## config.mk

```make
export PLATFORM = sky130hd
export DESIGN_NAME = status_lcd_frame_formatter
export DESIGN_NICKNAME = d
export VERILOG_FILES = /design/src/rtl/slcd_pkg.sv /design/src/rtl/status_lcd_frame_formatter.sv /design/src/rtl/slcd_sample.sv /design/src/rtl/slcd_frame.sv
export SDC_FILE = /design/constraint.sdc
export NUM_CORES = 1
export LEC_CHECK = 0
export ABC_AREA = 1
export BUFFER_PORTS_ARGS = -buffer_cell sky130_fd_sc_hd__buf_2
export CAP_MARGIN = 30
export CORE_ASPECT_RATIO = 1.25
export CORE_MARGIN = 4
export CORE_UTILIZATION = 60
export CTS_CLUSTER_DIAMETER = 120
export CTS_CLUSTER_SIZE = 12
export DETAILED_ROUTE_END_ITERATION = 10
export HOLD_SLACK_MARGIN = 0.12
export PLACE_DENSITY = 0.81
export RECOVER_POWER = 25
export SYNTH_ARGS = -nofsm -noshare
export SYNTH_HDL_FRONTEND = slang
export SYNTH_HIERARCHICAL = 1
export SYNTH_SLANG_ARGS = --single-unit
export TNS_END_PERCENT = 20
```

## constraint.sdc

```tcl
create_clock -name i_clk -period 8.5 [get_ports i_clk]
set_input_delay 1.275 -clock i_clk [delete_from_list [all_inputs] [get_ports i_clk]]
set_output_delay 1.275 -clock i_clk [all_outputs]
set_load 0.05 [all_outputs]
```

## src/rtl/slcd_pkg.sv

```systemverilog
package slcd_pkg;

    localparam int unsigned FRAME_LEN = 32;
    localparam int unsigned IDX_W     = $clog2(FRAME_LEN);
    localparam int unsigned IN_W      = 48;
    localparam int unsigned OUT_W     = 8;

    localparam logic [IDX_W-1:0] IDX_LAST = IDX_W'(FRAME_LEN - 1);

    // display command bytes and characters
    localparam logic [7:0] CMD_POS   = 8'hFE;
    localparam logic [7:0] POS_LINE1 = 8'd128;
    localparam logic [7:0] POS_LINE2 = 8'd192;
    localparam logic [7:0] CH_SPACE  = 8'h20;
    localparam logic [7:0] CH_COLON  = 8'h3A;
    localparam logic [7:0] CH_ZERO   = 8'h30;
    localparam logic [7:0] CH_X      = 8'h58;
    localparam logic [7:0] CH_Y      = 8'h59;
    localparam logic [7:0] CH_L      = 8'h4C;
    localparam logic [7:0] CH_R      = 8'h52;

    typedef logic [IDX_W-1:0] t_idx;

    // values of one frame, handed from the sample stage to the serializer
    typedef struct packed {
        logic       valid;
        logic [7:0] x;
        logic [7:0] y;
        logic [7:0] left;
        logic [7:0] right;
    } t_load;

    typedef struct packed {
        logic [7:0] hund;
        logic [7:0] tens;
        logic [7:0] ones;
    } t_field;

    // shift-and-add-3, eight steps on a 20-bit word
    function automatic logic [11:0] bin2bcd(input logic [7:0] v);
        logic [19:0] s;
        s = {12'd0, v};
        for (int i = 0; i < 8; i++) begin
            if (s[11:8] >= 4'd5) begin
                s[11:8] = s[11:8] + 4'd3;
            end
            if (s[15:12] >= 4'd5) begin
                s[15:12] = s[15:12] + 4'd3;
            end
            s = s << 1;
        end
        return s[19:8];
    endfunction

    // right-aligned, space padded, zero shows a single '0'
    function automatic t_field fmt3(input logic [7:0] v);
        logic [11:0] b;
        t_field      f;
        b      = bin2bcd(v);
        f.ones = CH_ZERO | {4'd0, b[3:0]};
        f.tens = (v >= 8'd10)  ? (CH_ZERO | {4'd0, b[7:4]})  : CH_SPACE;
        f.hund = (v >= 8'd100) ? (CH_ZERO | {4'd0, b[11:8]}) : CH_SPACE;
        return f;
    endfunction

endpackage

```

## src/rtl/status_lcd_frame_formatter.sv

```systemverilog
// Channel   Dir  Fields (tdata from bit 0 up)
// -------   ---  --------------------------------------------------------------
// s (in)    in   joystick_x[7:0], joystick_y[15:8], left_delta[31:16],
//                right_delta[47:32]
// m (out)   out  lcd_byte[7:0] in tdata, frame_end as tlast
//
// A sample whose X/Y match the shown values with both deltas zero is dropped.
// Any other sample yields a 32-byte frame at one byte per cycle while the output
// is not stalled; a new frame can load as the last byte of the previous one is
// taken. The next sample waits in the input register while a frame drains.
// Reset clears the shown values and totals to zero. Output stalls hold the byte.
module status_lcd_frame_formatter (
    input  logic        i_clk,
    input  logic        i_rst_n,
    input  logic        i_s_tvalid,
    output logic        o_s_tready,
    input  logic [47:0] i_s_tdata,   // joystick_x, joystick_y, left_delta, right_delta
    output logic        o_m_tvalid,
    input  logic        i_m_tready,
    output logic [7:0]  o_m_tdata,   // lcd_byte
    output logic        o_m_tlast
);

    slcd_pkg::t_load load;
    logic            load_ready;

    slcd_sample u_sample (
        .i_clk        (i_clk),
        .i_rst_n      (i_rst_n),
        .i_valid      (i_s_tvalid),
        .o_ready      (o_s_tready),
        .i_x          (i_s_tdata[7:0]),
        .i_y          (i_s_tdata[15:8]),
        .i_ld         (i_s_tdata[31:16]),
        .i_rd         (i_s_tdata[47:32]),
        .o_load       (load),
        .i_load_ready (load_ready)
    );

    slcd_frame u_frame (
        .i_clk        (i_clk),
        .i_rst_n      (i_rst_n),
        .i_load       (load),
        .o_load_ready (load_ready),
        .o_valid      (o_m_tvalid),
        .i_ready      (i_m_tready),
        .o_byte       (o_m_tdata),
        .o_last       (o_m_tlast)
    );

endmodule

```

## src/rtl/slcd_sample.sv

```systemverilog
module slcd_sample (
    input  logic                i_clk,
    input  logic                i_rst_n,
    input  logic                i_valid,
    output logic                o_ready,
    input  logic [7:0]          i_x,
    input  logic [7:0]          i_y,
    input  logic [15:0]         i_ld,
    input  logic [15:0]         i_rd,
    output slcd_pkg::t_load     o_load,
    input  logic                i_load_ready
);

    logic        r_valid;
    logic [7:0]  r_x;
    logic [7:0]  r_y;
    logic [15:0] r_ld;
    logic [15:0] r_rd;

    logic [7:0]  r_shown_x;
    logic [7:0]  r_shown_y;
    logic [7:0]  r_left;
    logic [7:0]  r_right;

    logic [7:0]  n_left;
    logic [7:0]  n_right;
    logic        changed;
    logic        drop;
    logic        load;
    logic        advance;

    always_comb begin
        changed = (r_x != r_shown_x) || (r_y != r_shown_y) ||
                  (r_ld != 16'd0) || (r_rd != 16'd0);
        drop    = r_valid && !changed;
        load    = r_valid && changed && i_load_ready;
        advance = drop || load;
        n_left  = r_left + r_ld[7:0];
        n_right = r_right + r_rd[7:0];
    end

    assign o_ready = !r_valid || advance;

    always_comb begin
        o_load.valid = r_valid && changed;
        o_load.x     = r_x;
        o_load.y     = r_y;
        o_load.left  = n_left;
        o_load.right = n_right;
    end

    always_ff @(posedge i_clk) begin
        if (!i_rst_n) begin
            r_valid <= 1'b0;
        end else if (i_valid && o_ready) begin
            r_valid <= 1'b1;
        end else if (advance) begin
            r_valid <= 1'b0;
        end
    end

    always_ff @(posedge i_clk) begin
        if (i_valid && o_ready) begin
            r_x  <= i_x;
            r_y  <= i_y;
            r_ld <= i_ld;
            r_rd <= i_rd;
        end
    end

    always_ff @(posedge i_clk) begin
        if (!i_rst_n) begin
            r_shown_x <= 8'd0;
            r_shown_y <= 8'd0;
            r_left    <= 8'd0;
            r_right   <= 8'd0;
        end else if (load) begin
            r_shown_x <= r_x;
            r_shown_y <= r_y;
            r_left    <= n_left;
            r_right   <= n_right;
        end
    end

endmodule

```

## src/rtl/slcd_frame.sv

```systemverilog
module slcd_frame (
    input  logic                i_clk,
    input  logic                i_rst_n,
    input  slcd_pkg::t_load     i_load,
    output logic                o_load_ready,
    output logic                o_valid,
    input  logic                i_ready,
    output logic [7:0]          o_byte,
    output logic                o_last
);

    logic             r_busy;
    slcd_pkg::t_idx   r_idx;
    logic [7:0]       r_val [4];

    logic             last_taken;
    logic [7:0]       sel_val;
    slcd_pkg::t_field fld;

    assign last_taken   = r_busy && i_ready && (r_idx == slcd_pkg::IDX_LAST);
    assign o_load_ready = !r_busy || last_taken;

    always_ff @(posedge i_clk) begin
        if (!i_rst_n) begin
            r_busy <= 1'b0;
            r_idx  <= '0;
        end else if (i_load.valid && o_load_ready) begin
            r_busy <= 1'b1;
            r_idx  <= '0;
        end else if (r_busy && i_ready) begin
            if (r_idx == slcd_pkg::IDX_LAST) begin
                r_busy <= 1'b0;
            end
            r_idx <= r_idx + 1'b1;
        end
    end

    always_ff @(posedge i_clk) begin
        if (i_load.valid && o_load_ready) begin
            r_val[0] <= i_load.x;
            r_val[1] <= i_load.y;
            r_val[2] <= i_load.left;
            r_val[3] <= i_load.right;
        end
    end

    // bit 4 picks the line, bit 3 the first or second field of that line
    always_comb begin
        sel_val = r_val[r_idx[4:3]];
        fld     = slcd_pkg::fmt3(sel_val);
    end

    always_comb begin
        case (r_idx)
            5'd0, 5'd16: o_byte = slcd_pkg::CMD_POS;
            5'd1:        o_byte = slcd_pkg::POS_LINE1;
            5'd17:       o_byte = slcd_pkg::POS_LINE2;
            5'd2:        o_byte = slcd_pkg::CH_X;
            5'd9:        o_byte = slcd_pkg::CH_Y;
            5'd18:       o_byte = slcd_pkg::CH_L;
            5'd25:       o_byte = slcd_pkg::CH_R;
            5'd3, 5'd10, 5'd19, 5'd26: o_byte = slcd_pkg::CH_COLON;
            5'd5, 5'd12, 5'd21, 5'd28: o_byte = fld.hund;
            5'd6, 5'd13, 5'd22, 5'd29: o_byte = fld.tens;
            5'd7, 5'd14, 5'd23, 5'd30: o_byte = fld.ones;
            default:     o_byte = slcd_pkg::CH_SPACE;
        endcase
    end

    assign o_valid = r_busy;
    assign o_last  = (r_idx == slcd_pkg::IDX_LAST);

endmodule

```

==> Yosys cells after proc, flatten, opt, wreduce, memory -nomap -nowiden <==
Memory sizes are Yosys's and may differ from the RTL's. A register that Yosys moved wholly into a read port is not among the register bits.
Cells that the tools add are included.
{ "totals": {"ff_bits": 87, "ram_bits": 32, "out_inout_bits": 11, "n_memories": 1} }
{ "memory_table": {"columns": ["memory", "words", "word_bits", "rd", "rd_clocked_by_memory_dff", "wr", "line_no", "rtl"], "rows": [
  ["u_frame.r_val", 4, 8, 1, 1, 4, "slcd_frame.sv:14", "logic [7:0] r_val [4];"]
]} }
{ "op_classes": {"add_sub_neg": 16, "magnitude_cmp": 15, "n_eq_ne": 26, "mux": 25, "bitwise": 1, "n_reduce_logical": 28} }
{ "op_table": {"columns": ["cell", "n"], "rows": [
  ["8-bit one-hot mux with 11 select lines", 1],
  ["5-bit equality test (second input constant)", 13],
  ["4-bit by 3-bit greater-or-equal comparator with 1-bit output (second input constant)", 11],
  ["4-bit two-way mux", 11],
  ["4-bit by 2-bit adder with 4-bit output (second input constant)", 10],
  ["16-bit nonzero test", 2],
  ["5-bit by 4-bit equality test with 1-bit output (second input constant)", 5],
  ["8-bit adder", 2],
  ["8-bit inequality test", 2],
  ["4-bit OR reduction", 4],
  ["5-bit by 3-bit equality test with 1-bit output (second input constant)", 3],
  ["5-bit by 2-bit equality test with 1-bit output (second input constant)", 2],
  ["5-bit two-way mux", 2],
  ["8-bit by 4-bit greater-or-equal comparator with 1-bit output (second input constant)", 1],
  ["8-bit by 7-bit greater-or-equal comparator with 1-bit output (second input constant)", 1],
  ["1-bit two-way mux", 7],
  ["1-bit by 2-bit adder with 3-bit output (second input constant)", 2],
  ["1-bit by 3-bit greater-or-equal comparator with 1-bit output (second input constant)", 2],
  ["1-bit logical AND", 6],
  ["1-bit logical OR", 6],
  ["3-bit two-way mux", 2],
  ["2-bit nonzero test", 3],
  ["5-bit by 1-bit adder with 5-bit output (second input constant)", 1],
  ["5-bit by 1-bit equality test with 1-bit output (second input constant)", 1],
  ["7 further kinds", 11]
]} }

==> Logic depth before layout (Yosys ltp) <==
{ "depth": {"depth_word": 16, "ltp_mapped": 44, "depth_no_buf": 43} }

==> Modules after synthesis <==
Netlist, hierarchy kept.
{ "modules_own_cells": {"columns": ["mod", "n_inst", "cells_per_inst", "area_per_inst_um2", "seq_area_each_um2"], "rows": [
  ["slcd_sample", 1, 458, 3856.2, 2102.0],
  ["slcd_frame", 1, 335, 2715.1, 1121.1]
]} }

==> Least setup slack after synthesis <==
OpenSTA, ideal clock, no wires.
{ "synth_timing": {"kind": "flip-flop to output port", "startpoint": "register with a tool-made name", "endpoint": "output o_m_tdata[1]", "t_arrival_ns": 4.741, "required_time_ns": 7.225, "path_slack_ns": 2.484, "path_stages_with_launch": 44, "path_buffers": 1, "cell_sequence": "dfxtp_1 > buf_6 > inv_6 > o211ai_2 > nand2_1 > inv_2 > ha_1 > inv_1 > ha_1 > nor2_1 > inv_1 > nand2_1 > nand2_1 > nand2_2 > ha_1 > inv_1 > or2_2 > nand3_2 > (+8 left out) > nand3_2 > nor2_1 > nand2_1 > nand2_2 > inv_1 > ha_1 > inv_1 > ha_1 > a21oi_1 > inv_1 > nand2_2 > nand2_2 > ha_1 > nand2_1 > nand3_2 > nand2_1 > nand3_1 > nand3_1"} }
{ "synth_lines": {"columns": ["element", "line_no", "rtl"], "rows": [
  ["end: declaration", "status_lcd_frame_formatter.sv:20", "output logic [7:0] o_m_tdata,"]
]} }

==> metrics.md <==
| Metric | Value |
|---|---|
| Post-placement cell area | `6970 sq um` |
| Worst Path Arrival | `6.09 ns` |
| DP Cell Count | `a little under 1,000` |
| Worst Hold Class | `reg -> reg` |
| Post-DRT Antenna Nets | `0` |
| R2R Setup Slk | `5.67 ns` |
| Die boundary width | `102 um` |
| Layout Nets | `946` |
| Endpoint class of the critical path | `output pin` |
| Top post-synthesis cells by area | `edfxtp_1, nand2_1, dfxtp_1` |
| Routed len/inst | `approximately 14 um` |
| Largest net degree at the start of global routing | `63` |
| Pre-antenna DRT Iters | `5` |
| Fmax | `136 MHz` |
| Leak pwr | `3.66 nW` |
| Worst-Margin Slew | `0.684 ns` |
| Worst vdd ir | `0.000210 V` |
| Avg Inst Size Synth | `8.29 sq um` |
| Row count | `42` |
| Post-synth ARST share | `0%` |
| Pwr dens | `roughly 220 nW/um^2` |
| Area growth syn-to-layout | `14.5%` |
| Initial drt markers | `approximately 230` |
| Drt total wl | `13.7 mm` |
| Post-route insts no fill | `1,006` |
| Clk_lat worst skew | `0.41 ns` |
| Setup tns final | `0 ns` |
| Final setup violation count | `0` |
| Crit path kind | `reg -> out` |
| Final worst slack | `1.14 ns` |
| Crit-path slowest cell | `dfxtp_1` |
| Proportion of layout cells with a drive suffix above 1 | `16.0%` |
| Post-synth EDFFs | `80` |
| First-pass GRT wire length | `roughly 23 mm` |
| RSZ-0062 raised after global routing | `no` |
| Cell area after synthesis | `between 6000 and 7000 sq um` |
| Warnings, synthesis | `6` |
| DRC | `0` |
| Clock sinks | `121` |
| Initial Util | `61.6%` |
| CP most frequent cell | `inv_1` |
| Core ar. | `10,700 sq um` |
| Setup Skew | `0.00840 ns` |
| Yosys cell types | `45` |
| Most frequent cells in the layout | `nand2_1, inv_1, nor2_1` |
| Number of global-route vias before repair | `5,459` |
| Worst path required time | `7.22 ns` |
| Slowest Stage Delay on Critical Path | `0.70 ns` |
| # IOs | `63` |
| Root Buffer | `clkbuf_16` |
| Die footprint | `between 10,000 and 15,000 sq um` |
| Total grt overflow | `0` |
| Final hold violations | `0` |
| Post-CTS setup buffers | `0` |
| Via Count | `5,236` |
| Initial antenna violation count | `0` |
| Reg clk slew, reported paths | `~0.050 ns` |
| Post-synthesis cell count | `793` |
| Vias/cell | `approximately 5.2` |
| Hold_buf cts | `0` |
| Pre-CTS setup slack | `1.62 ns` |
| Post-route cell area | `~7500 sq um` |
| Max FO, Critical Path | `17` |
| Global placement routability congestion | `0.888` |
| Sequential area share after synthesis | `between 40% and 50%` |
| Antenna cells | `0` |
| HPWL after DPL | `10.1 mm` |
| Total Routing Usage GR | `23.0%` |
| Min Tclk post-route | `7.36 ns` |
| Cts bufs inserted | `17` |
| Status | `complete, no violations` |
| Clock Tree Buf Depth | `2` |
| Leading area contributor after synthesis | `edfxtp_1` |
| Top cell type's share of synthesized area | `36.6%` |
| Worst setup SP type | `flip-flop` |
| Most common cell after layout, fill and taps aside | `nand2_1` |
| CTS tree | `done` |
| H-tree lvl count | `4` |
| Post-cts resize count | `0` |
| Fill count | `811` |
| Fin crit share | `86.6%` |
| PortBufs | `62` |
| Fin. max-slew vios | `0` |
| Synth Flop Type | `edfxtp_1` |
| Max Cap Violations | `0` |
| Slew Limit Headroom | `54.4%` |
| Post-synth net total | `~880` |
| Synthesis-stage register bit count | `around 120` |
| Chip height | `125 um` |
==> critical path: cells and delay by family, from the launching register on <==
kind	cells	cell delay [ns]
DFF	1	0.70
buffers and inverters	12	1.15
and+or+nand+nor	22	2.19
AOI/OAI and AO/OA	2	0.40
adders and majority gates	7	1.21
==> registers in the layout, summed over array words and instances (netlist names), named ones only <==
name	count
u_sample/r_valid	1
u_sample/r_x	8
u_frame/r_val	32
u_sample/r_ld	16
u_sample/r_left	8
u_sample/r_shown_x	8
u_frame/r_idx	5
u_sample/r_right	8
u_sample/r_y	8
u_frame/o_valid	1
u_sample/r_shown_y	8
u_sample/r_rd	16
==> layer usage <==
metal	up-vias	GRT usage [%]	wire length, um
li1	2648	-	-
met1	2392	23.9	5180
met2	146	40.9	7250
met3	50	6.30	616
met4	0	12.4	610
met5	-	0	0
==> layout make-up <==
cell class / count / area (sq um) / area share, %
sequential: 121 / 3220 / 42.8
timing repair buffer: 64 / 345 / 4.59
inverter: 128 / 485 / 6.45
multi-input combinational: 529 / 2750 / 36.5
clock inverter: 7 / 40.0 / 0.532
tap: 132 / 165 / 2.20
clock buffer: 25 / 518 / 6.89
==> cells in the mapped netlist, drive strengths merged (2+ instances only) <==
cell and n:
o211ai 4, a21boi 2, fa 2, xnor2 10
buf 14, nand2 254, edfxtp 80, a21oi 18
a32oi 4, a21o 2, xor2 5, nand3b 3
inv 127, nand4 7, nor3 3, dfxtp 41
ha 31, nor2 109, a31oi 3, o21ai 15
o22ai 2, nand3 49
==> where the power goes <==
part / total (mW) / switching (mW) / internal, mW
Combinational: 0.270 / 0.177 / 0.0931
Clock: 0.655 / 0.235 / 0.420
Sequential: 0.697 / 0.0218 / 0.675
==> kinds of logic after synthesis <==
logic type / synth area share [%]
buffers and inverters: 9.16
adders and majority gates: 6.51
xor gates and xnor gates: 2.00
AOI/OAI and AO/OA: 5.08
DFF: 49.0
and+or+nand+nor: 28.2
==> per-stage QoR <==
step,hold WS [ns],util [%],power [mW]
finish,0.515,70.5,1.62
global route,0.525,70.5,1.71
CTS,0.515,70.5,1.63
detailed placement,0.500,65.3,0.974
global placement,0.500,65.0,0.955
floorplan,0.472,-,0.908
==> worst paths after layout <==
check                                 startpoint                   to  cells past startpoint
worst min-delay path             u_sample/r_y[4]  u_frame/r_val[1][4]                      0
worst max-delay path                   flip-flop         o_m_tdata[2]                     43
worst max register to register  u_frame/r_idx[1]      u_sample/r_y[5]                     10
worst min register to register   u_sample/r_y[4]  u_frame/r_val[1][4]                      0
(Power assumes the default switching activity.)
